--- src/sv/feather_blend_pixel_defines.svh ---
// assertion macros shared by the feather blend modules
`ifndef FEATHER_BLEND_PIXEL_DEFINES_SVH
`define FEATHER_BLEND_PIXEL_DEFINES_SVH

`ifndef SYNTHESIS
`define FBP_ASSERT_IMP(label, clk, rstn, ante, cons) \
    label: assert property (@(posedge clk) disable iff (!rstn) (ante) |-> (cons)) \
        else $error("fbp assertion failed");
`define FBP_ASSERT_NXT(label, clk, rstn, ante, cons) \
    label: assert property (@(posedge clk) disable iff (!rstn) (ante) |=> (cons)) \
        else $error("fbp assertion failed");
`else
`define FBP_ASSERT_IMP(label, clk, rstn, ante, cons)
`define FBP_ASSERT_NXT(label, clk, rstn, ante, cons)
`endif

`endif

--- src/sv/fbp_pkg.sv ---
`default_nettype none
package fbp_pkg;

    localparam int SAMPLE_W    = 17;
    localparam int WEIGHT_W    = 17;
    localparam int PROD_W      = 34;
    localparam int WSUM_W      = 42;
    localparam int WTSUM_W     = 23;
    localparam int PIX_W       = 24;
    localparam int CENTER_W    = 28;
    localparam int DELTA_W     = 29;
    localparam int AXIS_W      = 32;
    localparam int MUL_W       = 61;
    localparam int PROJ_W      = 62;
    localparam int WSHIFT      = 18;
    localparam int QUEUE_DEPTH = 8;
    localparam int QPTR_W      = 3;
    localparam int QCNT_W      = 4;
    localparam int DIV_STEPS   = 42;
    localparam int DIV_CNT_W   = 6;
    localparam int QUO_W       = 43;
    localparam int CFG_IDX_W   = 2;

    localparam logic [PROJ_W-1:0] ONE_Q34 = PROJ_W'(64'h4_0000_0000);

    localparam logic [CFG_IDX_W-1:0] REG_BLEND_ENABLE = 2'd0;
    localparam logic [CFG_IDX_W-1:0] REG_MIN_VALUE    = 2'd1;
    localparam logic [CFG_IDX_W-1:0] REG_MAX_VALUE    = 2'd2;
    localparam logic [CFG_IDX_W-1:0] REG_NULL_VALUE   = 2'd3;

    typedef struct packed {
        logic                       blend_enable;
        logic signed [SAMPLE_W-1:0] min_value;
        logic signed [SAMPLE_W-1:0] max_value;
        logic signed [SAMPLE_W-1:0] null_value;
    } cfg_t;

    typedef struct packed {
        logic signed [PROD_W-1:0]   prod;
        logic [WEIGHT_W-1:0]        weight;
        logic signed [SAMPLE_W-1:0] sample;
        logic                       is_null;
        logic                       last;
    } entry_t;

    typedef enum logic [1:0] {
        BK_ACC,
        BK_DIV,
        BK_OUT
    } back_state_t;

endpackage
`default_nettype wire

--- src/sv/fbp_back.sv ---
`default_nettype none
`include "feather_blend_pixel_defines.svh"
module fbp_back #(
    parameter int MAX_LAYERS = 8
) (
    input  wire logic                               aclk,
    input  wire logic                               aresetn,
    input  wire fbp_pkg::cfg_t                      cfg,
    input  wire fbp_pkg::entry_t                    head,
    input  wire logic                               q_empty,
    output logic                                    pop,
    output logic                                    out_valid,
    input  wire logic                               out_ready,
    output logic signed [fbp_pkg::SAMPLE_W-1:0]     out_value,
    output logic                                    out_no_weight
);

    localparam int CNT_W = $clog2(MAX_LAYERS + 1);

    fbp_pkg::back_state_t state_reg, state_next;

    logic signed [fbp_pkg::WSUM_W-1:0]   wsum_reg, wsum_next, wsum_acc;
    logic [fbp_pkg::WTSUM_W-1:0]         wtsum_reg, wtsum_next, wtsum_acc;
    logic signed [fbp_pkg::SAMPLE_W-1:0] first_reg, first_next, first_s;
    logic                                at_first_reg, at_first_next;
    logic [CNT_W-1:0]                    cnt_reg, cnt_next;
    logic [fbp_pkg::WTSUM_W-1:0]         divisor_reg, divisor_next;
    logic [fbp_pkg::WTSUM_W-1:0]         rem_reg, rem_next;
    logic [fbp_pkg::WSUM_W-1:0]          quo_reg, quo_next;
    logic [fbp_pkg::DIV_CNT_W-1:0]       dcnt_reg, dcnt_next;
    logic                                neg_reg, neg_next;
    logic                                ovalid_reg, ovalid_next;
    logic signed [fbp_pkg::SAMPLE_W-1:0] oval_reg, oval_next;
    logic                                onw_reg, onw_next;

    logic                                out_free, take, add_it;
    logic [fbp_pkg::WTSUM_W:0]           rem_sh;
    logic                                qbit;
    logic signed [fbp_pkg::QUO_W-1:0]    qs;
    logic [fbp_pkg::WSUM_W-1:0]          wsum_mag;

    always_ff @(posedge aclk) begin
        if (!aresetn) begin
            state_reg    <= fbp_pkg::BK_ACC;
            wsum_reg     <= '0;
            wtsum_reg    <= '0;
            first_reg    <= '0;
            at_first_reg <= 1'b1;
            cnt_reg      <= '0;
            ovalid_reg   <= 1'b0;
        end else begin
            state_reg    <= state_next;
            wsum_reg     <= wsum_next;
            wtsum_reg    <= wtsum_next;
            first_reg    <= first_next;
            at_first_reg <= at_first_next;
            cnt_reg      <= cnt_next;
            ovalid_reg   <= ovalid_next;
        end
        divisor_reg <= divisor_next;
        rem_reg     <= rem_next;
        quo_reg     <= quo_next;
        dcnt_reg    <= dcnt_next;
        neg_reg     <= neg_next;
        oval_reg    <= oval_next;
        onw_reg     <= onw_next;
    end

    always_comb begin
        state_next    = state_reg;
        wsum_next     = wsum_reg;
        wtsum_next    = wtsum_reg;
        first_next    = first_reg;
        at_first_next = at_first_reg;
        cnt_next      = cnt_reg;
        divisor_next  = divisor_reg;
        rem_next      = rem_reg;
        quo_next      = quo_reg;
        dcnt_next     = dcnt_reg;
        neg_next      = neg_reg;
        ovalid_next   = ovalid_reg;
        oval_next     = oval_reg;
        onw_next      = onw_reg;
        pop           = 1'b0;

        out_free  = !ovalid_reg || out_ready;
        first_s   = at_first_reg ? head.sample : first_reg;
        take      = cnt_reg < CNT_W'(MAX_LAYERS);
        add_it    = take && !head.is_null;
        wsum_acc  = wsum_reg + (add_it ? fbp_pkg::WSUM_W'(head.prod) : '0);
        wtsum_acc = wtsum_reg
                  + (add_it ? fbp_pkg::WTSUM_W'(head.weight) : '0);
        wsum_mag  = wsum_acc[fbp_pkg::WSUM_W-1] ? fbp_pkg::WSUM_W'(-wsum_acc)
                                                : fbp_pkg::WSUM_W'(wsum_acc);
        rem_sh    = {rem_reg, quo_reg[fbp_pkg::WSUM_W-1]};
        qbit      = rem_sh >= {1'b0, divisor_reg};
        qs        = neg_reg ? -$signed({1'b0, quo_reg}) : $signed({1'b0, quo_reg});

        if (ovalid_reg && out_ready) begin
            ovalid_next = 1'b0;
        end

        case (state_reg)
            fbp_pkg::BK_ACC: begin
                if (!q_empty && (!head.last || out_free)) begin
                    pop        = 1'b1;
                    first_next = first_s;
                    if (!head.last) begin
                        wsum_next     = wsum_acc;
                        wtsum_next    = wtsum_acc;
                        at_first_next = 1'b0;
                        if (take) begin
                            cnt_next = cnt_reg + 1'b1;
                        end
                    end else begin
                        wsum_next     = '0;
                        wtsum_next    = '0;
                        at_first_next = 1'b1;
                        cnt_next      = '0;
                        if (!cfg.blend_enable) begin
                            ovalid_next = 1'b1;
                            oval_next   = first_s;
                            onw_next    = 1'b0;
                        end else if (wtsum_acc == '0) begin
                            ovalid_next = 1'b1;
                            oval_next   = cfg.null_value;
                            onw_next    = 1'b1;
                        end else begin
                            divisor_next = wtsum_acc;
                            neg_next     = wsum_acc[fbp_pkg::WSUM_W-1];
                            quo_next     = wsum_mag;
                            rem_next     = '0;
                            dcnt_next    = '0;
                            state_next   = fbp_pkg::BK_DIV;
                        end
                    end
                end
            end
            fbp_pkg::BK_DIV: begin
                rem_next  = qbit ? fbp_pkg::WTSUM_W'(rem_sh - {1'b0, divisor_reg})
                                 : fbp_pkg::WTSUM_W'(rem_sh);
                quo_next  = {quo_reg[fbp_pkg::WSUM_W-2:0], qbit};
                dcnt_next = dcnt_reg + 1'b1;
                if (dcnt_reg == fbp_pkg::DIV_CNT_W'(fbp_pkg::DIV_STEPS - 1)) begin
                    state_next = fbp_pkg::BK_OUT;
                end
            end
            fbp_pkg::BK_OUT: begin
                if (out_free) begin
                    ovalid_next = 1'b1;
                    onw_next    = 1'b0;
                    if (qs < fbp_pkg::QUO_W'(cfg.min_value)) begin
                        oval_next = cfg.min_value;
                    end else if (qs > fbp_pkg::QUO_W'(cfg.max_value)) begin
                        oval_next = cfg.max_value;
                    end else begin
                        oval_next = qs[fbp_pkg::SAMPLE_W-1:0];
                    end
                    state_next = fbp_pkg::BK_ACC;
                end
            end
            default: begin
                state_next = fbp_pkg::BK_ACC;
            end
        endcase
    end

    assign out_valid     = ovalid_reg;
    assign out_value     = oval_reg;
    assign out_no_weight = onw_reg;

    `FBP_ASSERT_IMP(a_div_nonzero, aclk, aresetn, state_reg == fbp_pkg::BK_DIV, divisor_reg != '0)
    `FBP_ASSERT_NXT(a_null_flag, aclk, aresetn, pop && head.last && cfg.blend_enable && wtsum_acc == '0, ovalid_reg && onw_reg)

endmodule
`default_nettype wire

--- config.mk ---
export PLATFORM = sky130hd
export DESIGN_NAME = fbp_back
export DESIGN_NICKNAME = d
export VERILOG_FILES = /design/src/sv/fbp_pkg.sv /design/src/sv/fbp_back.sv
export VERILOG_INCLUDE_DIRS = /design/src /design/src/sv
export SDC_FILE = /design/constraint.sdc
export NUM_CORES = 1
export LEC_CHECK = 0
export ABC_AREA = 1
export BUFFER_PORTS_ARGS = -buffer_cell sky130_fd_sc_hd__buf_2
export CAP_MARGIN = 20
export CORE_ASPECT_RATIO = 0.9
export CORE_MARGIN = 4
export CORE_UTILIZATION = 50
export DETAILED_ROUTE_END_ITERATION = 7
export PLACE_DENSITY = 0.68
export SLEW_MARGIN = 10
export SYNTH_ARGS = -nofsm -noshare
export SYNTH_HDL_FRONTEND = slang
export SYNTH_SLANG_ARGS = --single-unit
--- constraint.sdc ---
create_clock -name aclk -period 20.7 [get_ports aclk]
set_input_delay 3.105 -clock aclk [delete_from_list [all_inputs] [get_ports aclk]]
set_output_delay 3.105 -clock aclk [all_outputs]
set_load 0.05 [all_outputs]
* Word-level counts from Yosys, hierarchy flattened
Index checks and enable logic that the tools add are counted.
** Word-level totals
- Register bits :: 203
- Input bits :: 126
- Output and inout bits :: 20
- Word-level logic and storage cells :: 112
** Operators by class
- Add/sub/neg operators :: 7
- $lt $le $gt $ge :: 4
- Eq/ne operators :: 10
- Mux-type cells :: 56
- Bitwise gates (word level) :: 1
- Reduce and logical (&&, ||, !) cells :: 20
** Operators by type and width (count)
- two-way mux 42 bit :: 7
- two-way mux 17 bit :: 9
- two-way mux 23 bit :: 6
- one-hot mux 42 bit (2 select lines) :: 1
- one-hot mux 23 bit (2 select lines) :: 1
- greater-than comparator 43 x 17 -> 1 bit :: 1
- < comparator 43 x 17 -> 1 bit :: 1
- two-way mux 43 bit :: 1
- negator 42 -> 43 bit :: 1
- adder 42 bit :: 1
- negator 42 bit :: 1
- one-hot mux 17 bit (2 select lines) :: 1
- >= comparator 24 x 23 -> 1 bit :: 1
- two-way mux 6 bit :: 4
- adder 23 x 17 -> 23 bit :: 1
- zero test 23 bit :: 1
- subtractor 23 bit :: 1
- AND reduction 5 bit :: 3
- two-way mux 1 bit :: 14
- two-way mux 2 bit :: 6
- != test 2 bit (second input constant) :: 6
- one-hot mux 6 bit (2 select lines) :: 1
- two-way mux 4 bit :: 2
- adder 6 x 1 -> 6 bit (second input constant) :: 1
- other kinds (17) :: 26

* Logic depth before layout (Yosys ltp)
- Depth after elaboration :: 11
- Gate-level depth with buffers :: 30
- Gate-level depth less buffers :: 29

* Least setup slack after synthesis
No wires, ideal clock.
- Path kind :: input -> register
- From :: in head[1] (netlist name)
- To :: reg dcnt_reg[0] (netlist name) (enable)
- Setup time :: 500 ps
- Data arrival time :: 8270 ps
- Required time :: 20200 ps
- Slack :: 11929 ps
- Stages on the path :: 19
- Path buffers :: 2
- Cells stage by stage :: nor2_1 inv_1 clkbuf_1 clkbuf_1 nor2_1 ha_1 nand2_1 nor2_1 nor3b_1 nand2_1 nand3b_1 nand2_1 nand2_1 nor2_1 nand2_1 nor2_1 nand3_1 nand4_1 nor2_1
** Between the ends
- Word-level cells in the longest chain between the ends :: 7
** Ends and longest elaborated chain
- from (decl) :: RTL line fbp_back.sv:9 : input wire fbp_pkg::entry_t head,
- zero test 1 bit :: RTL line fbp_back.sv:89 : add_it = take && !head.is_null;
- logical AND 1 bit :: RTL line fbp_back.sv:89
- two-way mux 17 bit :: RTL line fbp_back.sv:92 : + (add_it ? fbp_pkg::WTSUM_W'(head.weight) : '0);
- adder 23 x 17 -> 23 bit :: RTL line fbp_back.sv:92
- zero test 23 bit :: RTL line fbp_back.sv:124 : end else if (wtsum_acc == '0) begin
- != test 2 bit (no source line)
- AND reduction 5 bit (no source line)
- to (signal assigned) :: RTL line fbp_back.sv:63 : dcnt_reg <= dcnt_next;
- to (decl) :: RTL line fbp_back.sv:30 : logic [fbp_pkg::DIV_CNT_W-1:0] dcnt_reg, dcnt_next;
No other way between the ends.
A chain may end at the register's enable or synchronous reset.

* Final worst setup path
- From :: in q_empty
- To :: out pop
** Between the ends
- Word-level cells in the longest chain between the ends :: 4
** Ends and longest elaborated chain
- from (decl) :: RTL line fbp_back.sv:10 : input wire logic q_empty,
- zero test 1 bit :: RTL line fbp_back.sv:105 : if (!q_empty && (!head.last || out_free)) begin
- logical AND 1 bit :: RTL line fbp_back.sv:105
- two-way mux 1 bit :: RTL line fbp_back.sv:105
- two-way mux 1 bit :: RTL line fbp_back.sv:103 : case (state_reg)
- to (decl) :: RTL line fbp_back.sv:11 : output logic pop,
No other way between the ends.

==> results by group <==
Timing
  – Final WS setup: 13.55 ns
  – Pins over their slew limit: 0
  – Final count of hold timing violations: 0
  – Min Hold Slack: 0.446 ns
  – # setup viols final: 0
  – Final period util: 34.6%
  – RSZ-0062 raised after global routing: false
  – Worst Max-Slew Pin Slew: 1.10 ns
  – Achievable Freq: approximately 140 MHz
  – Min Tclk post-route: 7.15 ns
  – Slew HR: 26.6%
  – Clk_skew: 0.0203 ns
  – Setup TNS Final: 0 ns

Clocking
  – Hold buffers post-CTS: 0
  – CTS tree: built
  – Post-cts sizing count: 0
  – Number of H-tree levels: 1
  – CTS Buffer Depth: 3
  – Setup Buffers After CTS: 0
  – Clk_lat worst skew: 0.54 ns
  – Clock Sinks: a little over 200
  – Clock root buffer: clkbuf_16
  – Clock slew at reported path FFs: 0.06 ns
  – CTS buffer count: 24

Placed design
  – Placed wire-length estimate: approximately 46 mm
  – Buffers on Ports: 145
  – DP Cell Count: 3502
  – Global placement routability congestion: 0.970
  – Placed cell area: 20100 µm²
  – Dpl ws: between 10 and 15 ns

Cells and area
  – Area growth syn-to-layout: 10.3%
  – Final-layout fill cell count: 3674
  – Layout cells sized above 1: 8.87%
  – Antenna diode count: 0
  – Fin area: 21000 µm²
  – Most frequent cells in the layout: nand2_1, inv_1, nor2_1, a21oi_1, nand3_1
  – Final nets: around 3300
  – Most common cell after layout, fill and taps aside: nand2_1
  – Post-route insts no fill: between 3000 and 4000

Route
  – DRC Markers: 0
  – Wire per inst: 16.2 µm
  – DR iter-0 viols: between 1500 and 2000
  – Drt first pass iters: 6
  – DRT antenna net count: 0
  – Via count: 19500
  – WL final: 57.6 mm
  – Via density: 5.50

Setup path
  – Worst EP required: 17.59 ns
  – Worst path arrival time: 4.05 ns
  – Nature of the critical path endpoint: output port
  – CP startpoint kind: primary input
  – Critical path class: in2out
  – Crit Path Max Fanout: 6

Floorplan
  – Core area: 37400 µm²
  – Die Ht: 193 µm
  – Area of the die: 41200 µm²
  – # IOs: 146
  – Die X: 213 µm
  – Row cnt: 67
  – Initial core utilization: 50.8%

Synthesis
  – Netlist cell types: 52
  – Seq cells post-synth: between 200 and 250
  – Gate Count Post-Synth: roughly 3000
  – Post-Syn Nets: around 3200
  – Total number of yosys warnings: 0
  – Register area share after synthesis: 27.3%
  – Avg Cell Area, Syn: 6.48 µm²
  – Post-Synthesis Cell Area: 19000 µm²

Power
  – Leak: 10.5 nW
  – Peak supply drop: about 54 µV
  – Pwr/cell area: 64.7 nW/µm²

Global routing
  – Grt ovf: 0
  – Gr usage total: between 20% and 30%
  – Antenna violations before repair: 0
  – First-pass GRT wire length: 91.6 mm
  – Largest net degree at the start of global routing: 101
  – Vias in the first global route: around 18000

Outcome
  – Status: completed

Hold path
  – Worst min path class: reg2reg

Run
  – Max-cap viol count: 0
-- Yosys cell counts, drive strengths merged --
master | instances | area [µm²]
edfxtp | 113 | 3390
a32oi | 1 | 8.76
nor3 | 30 | 160
o211ai | 3 | 22.5
clkinv | 1 | 3.75
o221ai | 2 | 17.5
nand4 | 53 | 332
nand2 | 899 | 3440
nand3 | 212 | 1100
a21boi | 3 | 22.5
nor4 | 12 | 75.1
a41oi | 1 | 8.76
ha | 171 | 2140
buf | 12 | 78.8
a31oi | 6 | 37.5
nand3b | 26 | 195
or2 | 6 | 40.0
nor3b | 2 | 15.0
dfxtp | 90 | 1800
fa | 3 | 60.1
o31ai | 2 | 15.0
o21bai | 7 | 52.6
inv | 430 | 1610
and2 | 5 | 31.3
xnor2 | 29 | 254
o2111ai | 2 | 17.5
a221oi | 1 | 8.76
a21oi | 241 | 1220
a21o | 8 | 60.1
a22oi | 17 | 128
o21a | 5 | 37.5
clkbuf | 56 | 210
o22ai | 1 | 6.26
o21ai | 146 | 734
nor2 | 272 | 1080
o221a | 1 | 11.3
xor2 | 64 | 576
-- report_power, final --
group | internal [W] | total [W] | switching (W)
Combinational | 0.000141 | 0.000432 | 0.000291
Clock | 0.000252 | 0.000430 | 0.000178
Sequential | 0.000470 | 0.000494 | 0.0000245
Total | 0.000863 | 0.00136 | 0.000493
-- critical path: stages --
cell	delay (ns)
buf_2	0.13
inv_1	0.07
nand2_1	0.07
nor2_1	0.31
buf_2	0.36
-- cell families after synthesis --
group / synth area share (%)
xor gates and xnor gates: 4.37
AOI/OAI and AO/OA: 12.7
adders and majority gates: 11.6
buffers and inverters: 10.0
and+or+nand+nor: 34.0
DFF: 27.3
-- final timing paths --
kind,slack [ns],to,start,depth (start not counted)
worst max-delay path,13.55,pop,q_empty,5
worst min-delay path,0.45,first_reg[16],first_reg[16],2
worst max register to register,15.02,out_value[14],quo_reg[0],29
worst min register to register,0.45,first_reg[16],first_reg[16],2
-- per-layer routing --
metal | share of wire [%] | track usage, % | vias to the layer above
li1 | - | - | 9798
met1 | 49 | 41.9 | 8948
met2 | 42 | 41.5 | 689
met3 | 7.3 | 2.41 | 65
met4 | 2.1 | 5.83 | 0
met5 | 0 | 0 | -
-- cell type report --
class,count,area (µm²),share of cell area [%]
flip-flops and latches,203,5190,24.8
inverters,431,1620,7.72
well taps,483,604,2.88
clock inverters,10,93.8,0.448
repair buffers,156,808,3.86
multi-input cells,2231,11900,56.9
clock buffers,34,709,3.39
-- through the flow --
step | util, % | power [W]
finish | 56.0 | 0.00136
global route | 56.0 | 0.00143
CTS | 56.0 | 0.00136
detailed placement | 53.8 | 0.000925
global placement | 53.8 | 0.000913
floorplan | - | 0.000808
No activity file was read; power rests on OpenSTA's default activity.
