File: src/sv/feather_blend_pixel_defines.svh
// assertion macros shared by the feather blend modules
`ifndef FEATHER_BLEND_PIXEL_DEFINES_SVH
`define FEATHER_BLEND_PIXEL_DEFINES_SVH

`ifndef SYNTHESIS
`define FBP_ASSERT_IMP(label, clk, rstn, ante, cons) \
    label: assert property (@(posedge clk) disable iff (!rstn) (ante) |-> (cons)) \
        else $error("fbp assertion failed");
`define FBP_ASSERT_NXT(label, clk, rstn, ante, cons) \
    label: assert property (@(posedge clk) disable iff (!rstn) (ante) |=> (cons)) \
        else $error("fbp assertion failed");
`else
`define FBP_ASSERT_IMP(label, clk, rstn, ante, cons)
`define FBP_ASSERT_NXT(label, clk, rstn, ante, cons)
`endif

`endif

File: src/sv/fbp_pkg.sv
`default_nettype none
package fbp_pkg;

    localparam int SAMPLE_W    = 17;
    localparam int WEIGHT_W    = 17;
    localparam int PROD_W      = 34;
    localparam int WSUM_W      = 42;
    localparam int WTSUM_W     = 23;
    localparam int PIX_W       = 24;
    localparam int CENTER_W    = 28;
    localparam int DELTA_W     = 29;
    localparam int AXIS_W      = 32;
    localparam int MUL_W       = 61;
    localparam int PROJ_W      = 62;
    localparam int WSHIFT      = 18;
    localparam int QUEUE_DEPTH = 8;
    localparam int QPTR_W      = 3;
    localparam int QCNT_W      = 4;
    localparam int DIV_STEPS   = 42;
    localparam int DIV_CNT_W   = 6;
    localparam int QUO_W       = 43;
    localparam int CFG_IDX_W   = 2;

    localparam logic [PROJ_W-1:0] ONE_Q34 = PROJ_W'(64'h4_0000_0000);

    localparam logic [CFG_IDX_W-1:0] REG_BLEND_ENABLE = 2'd0;
    localparam logic [CFG_IDX_W-1:0] REG_MIN_VALUE    = 2'd1;
    localparam logic [CFG_IDX_W-1:0] REG_MAX_VALUE    = 2'd2;
    localparam logic [CFG_IDX_W-1:0] REG_NULL_VALUE   = 2'd3;

    typedef struct packed {
        logic                       blend_enable;
        logic signed [SAMPLE_W-1:0] min_value;
        logic signed [SAMPLE_W-1:0] max_value;
        logic signed [SAMPLE_W-1:0] null_value;
    } cfg_t;

    typedef struct packed {
        logic signed [PROD_W-1:0]   prod;
        logic [WEIGHT_W-1:0]        weight;
        logic signed [SAMPLE_W-1:0] sample;
        logic                       is_null;
        logic                       last;
    } entry_t;

    typedef enum logic [1:0] {
        BK_ACC,
        BK_DIV,
        BK_OUT
    } back_state_t;

endpackage
`default_nettype wire

File: src/sv/fbp_queue.sv
`default_nettype none
`include "feather_blend_pixel_defines.svh"
module fbp_queue (
    input  wire logic                        aclk,
    input  wire logic                        aresetn,
    input  wire logic                        push,
    input  wire fbp_pkg::entry_t             push_entry,
    input  wire logic                        pop,
    output fbp_pkg::entry_t                  head,
    output logic                             empty,
    output logic [fbp_pkg::QCNT_W-1:0]       count
);

    fbp_pkg::entry_t mem_reg [fbp_pkg::QUEUE_DEPTH];
    logic [fbp_pkg::QPTR_W-1:0] wr_ptr_reg, rd_ptr_reg;
    logic [fbp_pkg::QCNT_W-1:0] count_reg;

    always_ff @(posedge aclk) begin
        if (!aresetn) begin
            wr_ptr_reg <= '0;
            rd_ptr_reg <= '0;
            count_reg  <= '0;
        end else begin
            if (push) begin
                wr_ptr_reg <= wr_ptr_reg + 1'b1;
            end
            if (pop) begin
                rd_ptr_reg <= rd_ptr_reg + 1'b1;
            end
            if (push && !pop) begin
                count_reg <= count_reg + 1'b1;
            end else if (pop && !push) begin
                count_reg <= count_reg - 1'b1;
            end
        end
        if (push) begin
            mem_reg[wr_ptr_reg] <= push_entry;
        end
    end

    assign head  = mem_reg[rd_ptr_reg];
    assign empty = (count_reg == '0);
    assign count = count_reg;

    `FBP_ASSERT_IMP(a_push_room, aclk, aresetn, push && !pop, count_reg < fbp_pkg::QCNT_W'(fbp_pkg::QUEUE_DEPTH))
    `FBP_ASSERT_IMP(a_pop_data, aclk, aresetn, pop, count_reg != '0)

endmodule
`default_nettype wire

File: config.mk
export PLATFORM = sky130hd
export DESIGN_NAME = fbp_queue
export DESIGN_NICKNAME = d
export VERILOG_FILES = /design/src/sv/fbp_pkg.sv /design/src/sv/fbp_queue.sv
export VERILOG_INCLUDE_DIRS = /design/src /design/src/sv
export SDC_FILE = /design/constraint.sdc
export NUM_CORES = 1
export LEC_CHECK = 0
export ABC_CLOCK_PERIOD_IN_PS = 7990
export BUFFER_PORTS_ARGS = -buffer_cell sky130_fd_sc_hd__buf_2
export CAP_MARGIN = 20
export CORE_MARGIN = 2
export CORE_UTILIZATION = 35
export CTS_BUF_LIST = sky130_fd_sc_hd__clkbuf_4 sky130_fd_sc_hd__clkbuf_8
export CTS_CLUSTER_DIAMETER = 40
export DETAILED_ROUTE_END_ITERATION = 12
export PLACE_DENSITY = 0.61
export SLEW_MARGIN = 40
export SYNTH_ARGS = -nofsm -noshare
export SYNTH_HDL_FRONTEND = slang
export SYNTH_SLANG_ARGS = --single-unit
File: constraint.sdc
create_clock -name aclk -period 7.99 [get_ports aclk]
set_clock_uncertainty 0.15 [all_clocks]
set_input_delay 0.3995 -clock aclk [delete_from_list [all_inputs] [get_ports aclk]]
set_output_delay 0.3995 -clock aclk [all_outputs]
set_load 0.03 [all_outputs]
# Word level (Yosys, flattened, before mapping)
# Memory sizes are Yosys's and may differ from the RTL's. A register that Yosys moved wholly into a read port is not among the register bits.
# Cells that the tools add are included.
# word_totals
reg_bits,10
ram_bits,560
output_inout_bits,75
elab_cells,20
memories,1
# op_classes
add_sub_neg,4
muxes,6
reduce_logical,6
# mem_list
memory,words,word_bits,rd,rd_clocked_by_memory_dff,write_ports,line_no,text
mem_reg,8,70,1,1,1,fbp_queue.sv:14,fbp_pkg::entry_t mem_reg [fbp_pkg::QUEUE_DEPTH];
# ops
cell,count
$mux 4,2
$add 3x1->3 const B,2
$mux 3,2
$add 4x1->4 const B,1
$logic_not 4->1,1
$sub 4x1->4 const B,1
$logic_and 1x1->1,2
$logic_not 1->1,2
$mux 1,2
$reduce_bool 2->1,1

# Logic depth before layout (Yosys ltp)
# Gate-level depths: netlist of the first run.
# depth
depth_word,4
mapped_depth,8
depth_no_buf,8

# Worst setup path after synthesis of the first run
# OpenSTA, ideal clock, no wires.
# synth_timing
kind,reg2reg
from,reg wr_ptr_reg[2] in the netlist's numbering
to,mem mem_reg[0][0] in the netlist's numbering (enable)
arrival_ps,5248
required_time_ps,7256
path_slack_ps,2007
path_stages_with_launch,3
path_buffers,0
period_less_slack_ps,5983
cell_sequence,dfxtp_1 nand2b_1 nor3_1
# synth_rtl
element,line_no,text
start: declaration,fbp_queue.sv:15,"logic [fbp_pkg::QPTR_W-1:0] wr_ptr_reg, rd_ptr_reg;"
start signal: assignment,fbp_queue.sv:25,wr_ptr_reg <= wr_ptr_reg + 1'b1;
end: declaration,fbp_queue.sv:14,
# Straight into the memory's write port.

==> run metrics, run 1 <==
area share of the largest cell type after synthesis=77.7%; largest cells by area after synthesis=edfxtp_1 78%, mux4_2 15%, mux2_2 3.6%, dfxtp_1 1.2%, buf_6 0.57%; worst skew pair latency=roughly 0.66 ns; Die H=253 um; CTS buffer count=95; Syn Area/Cell=24.6 um2; Post-DRT Antenna Nets=0; Internal Power=5.07 mW; RSZ-0062 raised after global routing=false; Starting Density=35.3%; clock root cell=clkbuf_8; H-tree level count=3; largest net degree at the start of global routing=roughly 70; most frequent cell after synthesis=edfxtp_1; Sw Share=23.2%; max FFs per register=560; synthesis-stage register bit count=573; CP max-delay cell=dfxtp_4; CP arrival=3.22 ns; Post-synth EDFFs=560; RePlAce Congestion=0.673; flop-to-flop setup slack=5.41 ns; iteration count of the initial detailed-routing pass=5; Rows=91; Multi-input gate area=4350 um2; GRT Resource Usage Total=between 10 and 15%; storage element area=17100 um2; Die ar.=63800 um2; HP Class=flop to flop; fin nets=1258; post-synthesis sequential area ratio=78.9%; first-pass GRT wire length=65300 um; Synth Flop Type=edfxtp_1; clock transition at the registers of the reported paths=about 0.06 ns; sequential share of power=51.8%; ys async rst share=0%; status=finished clean; Reg2Reg Depth=4; Max Root-Sink Buffers=3; Final Cell Area=26000 um2; CP Cell Sequence=buf_12 > buf_4 > mux4_2 > mux2_2 > buf_2; Final Util=42.4%; clock network fraction of total power=38.1%; Crit. End Element=output port; Final Hold Fails=0; Worst EP required=7.44 ns; fraction of layout cells with a size suffix above 1=between 40 and 50%; Die Wd=253 um; max_slew headroom=47.8%; GRT Residual Overflow=0; Sum Neg Setup Slack=0 ns; number of port buffers=148; Synth Cell Area=about 22000 um2; CTS tree=done; Worst Hold End=count[3]; clock sink count=573; Comb power frac=10.1%; Core Region=about 61000 um2; drt total wl=between 40000 and 50000 um; drt drc=0; fill cell count=about 5300; hold path cells=2; Critical R2R Capture=mem_reg[0][67]; maximum vdd ir drop=0.0000873 V; Area growth syn-to-layout=20.2%; setup violators final=0; DR vias=slightly below 10000; Yosys top cell by area=edfxtp_1; Syn Nets=958; synthesis warning total=0; power density cells=about 250 nW/um2; routed length per instance=21.3 um; Synth top cells by count=560 x edfxtp_1, 140 x mux4_2, 70 x mux2_2; crit path kind=flop to output port; Switch Pwr=1.53 mW; Reg2Reg Launch Point=wr_ptr_reg[2]; boundary pin count=149; Synth Instances=878; MaxCap Viol Count=0; maximum fanout along the worst path=26; initial antenna violation count=6; min Tclk post-route=3.77 ns; placed cell areas=23400 um2; synth unique cells=26; CP Launch Type=flop; vias in the first global route=roughly 11000; pin slew with the least headroom to its limit=between 0.7 and 0.8 ns; DRT iter0 DRCs=659; Slew Limit Fails=0; hold_sp=count[3]; Max stage delay on crit path=0.66 ns; fmax=0.266 GHz; DR vias/cell=4.83; leakage power=roughly 8.4 nW; post-cts resize count=0; Period Utilization, post-route=47.1%; detailed placer's ending HPWL=23500 um
routing by layer:
metal,global-route usage (%),routed length (um)
met1,17.2,18300
met2,23.5,22100
met4,5.49,928
met3,3.31,2270
met5,0,30
worst max-delay path by stage:
stage,startpoint,to,depth (start not counted)
after floorplan,wr_ptr_reg[2],mem_reg[0][0],2
after global placement,flop,head[44],4
after detailed placement,flop,head[62],5
after CTS,flop,head[36],5
after global routing,flop,head[36],5
final,flop,head[62],5
critical path, delay by kind of cell (launching register included):
family                 cells  cell delay [ns]
multiplexers               2             0.87
flip-flops                 1             0.66
buffers and inverters      3             0.96
logic make-up after synthesis:
| logic type | Yosys count | synth area share, % |
|---|---|---|
| adder cells (fa/ha/maj) | 6 | 0.382 |
| AND/OR/NAND/NOR | 31 | 0.729 |
| AO/OA/AOI/OAI | 4 | 0.110 |
| flip-flops | 573 | 78.9 |
| buffers and inverters | 44 | 1.23 |
| XOR/XNOR | 6 | 0.243 |
| multiplexers | 214 | 18.4 |
metrics by stage:
step	instances	hold slack [ns]	setup WS (ns)	total power, mW
final	2050	0.366	4.22	6.60
after global routing	2050	0.344	3.93	6.86
after CTS	2046	0.296	4.03	6.70
after detailed placement	1797	0.332	4.79	4.13
after global placement	1796	0.326	4.34	4.12
after floorplan	878	0.348	2.01	3.94
cells in the final DEF (no fill, tap or decap), drive strengths merged, types with 5 or more instances in the layout:
cell	netlist	layout
and2	7	7
clkbuf	15	132
edfxtp	560	560
clkinv	0	32
buf	27	171
dlygate4sd3	0	74
mux2	70	70
nor2	7	7
mux4	140	140
inv	2	6
dfxtp	13	13
ha	5	5
nand2	6	6
cell type report:
class / instances / area share, %
Sequential cell: 573 / 65.7
Multi-Input combinational cell: 261 / 16.7
Timing Repair Buffer: 245 / 6.45
Clock buffer: 132 / 6.14
Tap cell: 790 / 3.80
Clock inverter: 43 / 1.14
Antenna cell: 4 / 0.0385
Inverter: 2 / 0.0289
timing repair:
action                                  in CTS  in global routing
hold buffers                                74                  0
hold endpoints to repair                   573                  0
buffers inserted                             0                  0
endpoints found under the setup margin       0                  0
power by group through the flow:
stage / Combinational, mW / Sequential, mW / Clock, mW
2_1_floorplan: 0.457 / 3.48 / 0
3_3_place_gp: 0.631 / 3.49 / 0
3_5_place_dp: 0.651 / 3.48 / 0
4_1_cts: 0.685 / 3.42 / 2.60
5_1_grt: 0.717 / 3.43 / 2.72
6_report: 0.667 / 3.42 / 2.51
Power figures use the tool's default switching activity.
==> run 2, diff against run 1 <==
Settings changed: ABC_CLOCK_PERIOD_IN_PS 7990 to 3300, PLACE_DENSITY 0.61 to 0.63.
Clock period 7.99 ns to 3.3 ns, I/O delays scaled along.
==> run 2 against run 1 <==
Via count rose by 0.64%; register-to-register slack worse by 4.1 ns; first-iteration DRC count is 14% lower; combinational power is 150% higher; sequential power is 140% higher; critical endpoint is now head[46].
==> run metrics, run 2 (synthesis gave the netlist of run 1 again) <==
met2 Use GR=23.2% (-0.28 points); first-pass GRT wire length=65800 um (+0.65%); Reg2Reg Depth=3 (-1); Placed Cells=1805 (+0.45%); Finished Layout Cells=2053 (+0.15%); clock root cell=clkbuf_8; Slew Limit Fails=0 (unchanged); CP Cell Sequence=buf_12 > mux4_2 > mux2_2 > buf_2; RSZ-0062 raised after global routing=false; Die H=253 um (unchanged); Worst EP required=2.98 ns (-4.46 ns); DR vias=9972 (+0.64%); Post-DRT Antenna Nets=0 (unchanged); GR met1 Demand/Resource=17.8% (+0.57 points); Worst Hold End=mem_reg[2][32]; clock network fraction of total power=38.9% (+0.8 points); maximum fanout along the worst path=40 (+54%); max FFs per register=560 (unchanged); Internal Power=12.5 mW (+150%); Die ar.=63800 um2 (unchanged); crit path kind=flop to output port; clock sink count=573 (unchanged); met3 Track Usage GR=3.23% (-0.072 points); clock transition at the registers of the reported paths=0.06 ns (about the same); DR vias/cell=4.86 (+0.49%); Sw Share=23.0% (-0.22 points); boundary pin count=149 (unchanged); post-cts resize count=0 (unchanged); vias in the first global route=10900 (-0.70%); Tot Pwr=16.2 mW (+150%); Sum Neg Setup Slack=0 ns (unchanged); Switch Pwr=3.74 mW (+140%); most frequent cells in the layout=560 x edfxtp_1, 148 x buf_2, 140 x mux4_2; worst skew pair latency=0.66 ns (about the same); HP Class=input port to flop; GRT Residual Overflow=0 (unchanged); max_slew headroom=49.3% (+1.6 points); MaxCap Viol Count=0 (unchanged); fraction of layout cells with a size suffix above 1=43.8% (+0.23 points); Max Root-Sink Buffers=3 (unchanged); CP max-delay cell=mux4_2; Rows=91 (unchanged); CTS buffer count=99 (+4.2%); initial antenna violation count=3 (-3); min Tclk post-route=2.95 ns; gr busiest metal=met2; Core Region=61400 um2 (unchanged); largest net degree at the start of global routing=47 (-32%); power density cells=619 nW/um2 (+140%); CTS tree=done; routed length per instance=21.4 um (+0.47%); fmax=0.338 GHz; Crit. End Element=output port; Comb power frac=10.1% (about the same); pin slew with the least headroom to its limit=0.760 ns (-0.0234 ns); Diodes inserted=0 (-4); leakage power=8.50 nW (+1.1%); H-tree level count=3 (unchanged); drt drc=0 (unchanged); iteration count of the initial detailed-routing pass=4 (-1); Period Utilization, post-route=89.5%; hold path cells=2 (unchanged); hold_sp=push_entry[32]; setup violators final=0 (unchanged); CP arrival=2.64 ns (-0.58 ns); Critical R2R Capture=mem_reg[6][45]; Area growth syn-to-layout=21.4%; fin nets=1270 (+0.95%); DRT iter0 DRCs=568 (-14%); Die Wd=253 um (unchanged); commonest non-fill, non-tap cell in the layout=edfxtp_1; sequential share of power=51.0% (-0.8 points); Starting Density=35.3% (unchanged); RePlAce Congestion=0.690 (+2.6%); status=finished clean; Final Util=42.8% (+0.39 points); CP Launch Type=flop; flop-to-flop setup slack=1.29 ns (-4.12 ns); Final Hold Fails=0 (unchanged); maximum vdd ir drop=0.000316 V (+260%); detailed placer's ending HPWL=23700 um (+1.2%); GRT Resource Usage Total=14.0% (+0.065 points); Reg2Reg Launch Point=wr_ptr_reg[1]; Post-CTS Setup Repair Bufs=0 (unchanged); drt total wl=43900 um (+0.61%); post-cts hold buffer count=74 (unchanged); Max stage delay on crit path=0.55 ns (-0.11 ns); number of port buffers=148 (unchanged)
-- run 2: cell types whose count changed in the layout (fill, tap and decap cells not counted), sizes merged --
cell	change
buf	+8
bufinv	+2
clkbuf	-2
clkinv	+4
clkinvlp	-1
diode	-4
inv	-4
-- run 2: layer usage --
metal  share of wire [%]  wire, um
met1                  43     18700
met2                  50     21900
met3                 5.2      2290
met4                 1.9       852
met5               0.087        38
-- run 2: through the flow --
stage	setup slack, ns	hold WS [ns]	instance area, um2
floorplan	-0.825	0.114	21600
CTS	0.197	0.0735	26300
detailed placement	0.969	0.288	23500
global placement	0.969	0.278	23500
finish	0.346	0.156	26300
global route	0.155	0.110	26300
-- run 2: how the worst max path moves through the flow --
stage	from	to	slack, ns
2_1_floorplan	wr_ptr_reg[0]	mem_reg[3][0]	-0.83
3_3_place_gp	flop	head[5]	0.97
3_5_place_dp	flop	head[4]	0.97
4_1_cts	flop	head[4]	0.20
5_1_grt	flop	head[35]	0.15
6_report	flop	head[46]	0.35
-- run 2: power by group through the flow --
stage,clock [mW],combinational [mW],sequential (mW)
final,6.32,1.64,8.28
after global routing,6.84,1.76,8.30
after CTS,6.55,1.68,8.28
after detailed placement,0,1.60,8.43
after global placement,0,1.58,8.42
after floorplan,0,1.11,8.42
-- run 2: layout make-up --
| class | count | area (um2) |
|---|---|---|
| clock inverter | 44 | 345 |
| inverter | 2 | 7.51 |
| tap | 790 | 988 |
| clock buffer | 130 | 1630 |
| timing repair buffer | 253 | 1840 |
| fill | 5306 | 35100 |
| multi-input combinational | 261 | 4370 |
| sequential | 573 | 17100 |
-- run 2: critical path, delay by kind of cell (launching register included) --
kind / cells / cell delay [ns]
mux: 2 / 0.86
buf+inv: 2 / 0.54
flops: 1 / 0.52
==> run 3, diff against run 2 <==
Settings changed: ABC_CLOCK_PERIOD_IN_PS 3300 to 3710, PLACE_DENSITY 0.63 to 0.61.
Clock period 3.3 ns to 3.71 ns, I/O delays scaled along.
==> run 3 against run 2 <==
Combinational power decreased by 12%; critical path depth unchanged; count of clock-buffer cells in the layout decreased by 1; utilization increased by 0.055 points; cell area grew 0.13%; wire length down 0.35%; setup slack better by 0.21 ns; hold slack barely moved; final cell count grew 0.19%; sequential share of layout area down 0.084 points; clock power fell by 5.2%.
==> run metrics, run 3 (synthesis gave the netlist of run 1 again) <==
drt drc=0 (unchanged); Post-DRT Antenna Nets=0 (unchanged); max FFs per register=560 (unchanged); H-tree level count=3 (unchanged); Area growth syn-to-layout=21.5%; boundary pin count=149 (unchanged); clock root cell=clkbuf_8; setup violators final=0 (unchanged); Slew Limit Fails=0 (unchanged); Buf+Inv Stages, Crit Path=2 (unchanged); Rows=91 (unchanged); storage element area=17100 um2 (unchanged); Die H=253 um (unchanged); CTS tree=done; pin slew with the least headroom to its limit=0.784 ns (+0.0233 ns); met2 Use GR=23.1% (-0.094 points); power density cells=563 nW/um2 (-9.0%); MaxCap Viol Count=0 (unchanged); slack of the critical path=0.552 ns (+0.207 ns); DRT iter0 DRCs=667 (+17%); maximum vdd ir drop=0.000417 V (+32%); Final Hold Fails=0 (unchanged); DR vias/cell=4.89 (+0.62%); CP Launch Type=flop; fraction of layout cells with a size suffix above 1=43.7% (-0.069 points); crit path kind=flop to output port; clock sink count=573 (unchanged); number of port buffers=148 (unchanged); Post-CTS Setup Repair Bufs=0 (unchanged); clock transition at the registers of the reported paths=0.06 ns (about the same); Max stage delay on crit path=0.58 ns (+0.03 ns); CP Cell Sequence=buf_12 > mux4_2 > mux2_2 > buf_2; Starting Density=35.3% (unchanged); GRT Resource Usage Total=13.8% (-0.12 points); Crit. End Element=output port; most frequent cells in the layout=560 x edfxtp_1, 148 x buf_2, 140 x mux4_2; min Tclk post-route=about 3.2 ns; Core Region=61400 um2 (unchanged); vias in the first global route=11100 (+2.1%); CTS buffer count=100 (+1.0%); CP delay by family, top=multiplexers; gr busiest metal=met2; RSZ-0062 raised after global routing=false; Post-Place Worst Slack=1.19 ns (+0.219 ns); Multi-input gate area=4370 um2 (unchanged); commonest non-fill, non-tap cell in the layout=edfxtp_1; drt total wl=43700 um (-0.35%); DR vias=10100 (+0.81%); Die ar.=63800 um2 (unchanged); max_slew headroom=47.8% (-1.6 points); routed length per instance=21.3 um (-0.54%); Period Utilization, post-route=a little under nine tenths; fin nets=1262 (-0.63%); Die Wd=253 um (unchanged); met3 Track Usage GR=2.98% (-0.26 points); GR met1 Demand/Resource=17.7% (-0.15 points); fmax=0.317 GHz; leakage power=8.50 nW (about the same); HP Class=input port to flop; GRT Residual Overflow=0 (unchanged); Sum Neg Setup Slack=0 ns (unchanged); iteration count of the initial detailed-routing pass=4 (unchanged); RePlAce Congestion=0.683 (-1.0%); maximum fanout along the worst path=59 (+48%); initial antenna violation count=3 (unchanged); fill cell count=5268 (-0.72%); CP arrival=2.82 ns (+0.18 ns); status=finished clean; CP max-delay cell=dfxtp_4; largest net degree at the start of global routing=60 (+28%); Worst EP required=3.37 ns (+0.39 ns); detailed placer's ending HPWL=22600 um (-4.8%); first-pass GRT wire length=65700 um (about the same); hold slack=0.156 ns (+0.000218 ns); Max Root-Sink Buffers=3 (unchanged); worst skew pair latency=0.69 ns (+0.03 ns)
## run 3: layout make-up
cell class / count / share of cell area (%)
multi-input combinational: 261 / 16.6
inverter: 2 / 0.0286
clock inverter: 56 / 1.95
clock buffer: 129 / 6.11
tap: 790 / 3.76
sequential: 573 / 65.0
antenna: 2 / 0.0190
timing repair buffer: 244 / 6.55
## run 3: worst paths after layout
kind	slack, ns	startpoint	to	cells past startpoint
max reg2reg	1.61	wr_ptr_reg[0]	mem_reg[5][19]	3
min reg2reg	0.34	count[3]	count[3]	2
min	0.16	push_entry[17]	mem_reg[3][17]	2
max	0.55	flop	head[62]	4
## run 3: worst register-to-register path, cell delays in order, from the launching register on
cell,delay [ns]
dfxtp_1,0.55
nand2b_1,0.23
nor2_4,0.13
buf_4,0.62
## run 3: metal layers
| layer | part of all wire, % | routed length (um) |
|---|---|---|
| met1 | 43 | 18700 |
| met2 | 51 | 22100 |
| met3 | 4.5 | 1970 |
| met4 | 2.1 | 920 |
| met5 | 0.030 | 13 |
## run 3: repair_timing
item,CTS,global route
gates resized for setup,0,0
hold buffers,74,0
endpoints found under the hold margin,573,0
## run 3: where the power goes
group,leakage [nW],total [mW],switching [mW],internal [mW]
registers,5.20,7.37,0.0783,7.29
clock network,1.10,5.99,2.57,3.42
logic,2.21,1.44,0.816,0.620
## run 3: stage by stage
step	area (um2)	total power, mW	utilization (%)	std cells
5_1_grt	26300	15.4	42.8	2057
6_report	26300	14.8	42.8	2057
2_1_floorplan	21600	8.47	-	878
4_1_cts	26300	15.0	42.8	2055
3_5_place_dp	23400	8.90	38.2	1796
3_3_place_gp	23400	8.88	38.2	1796
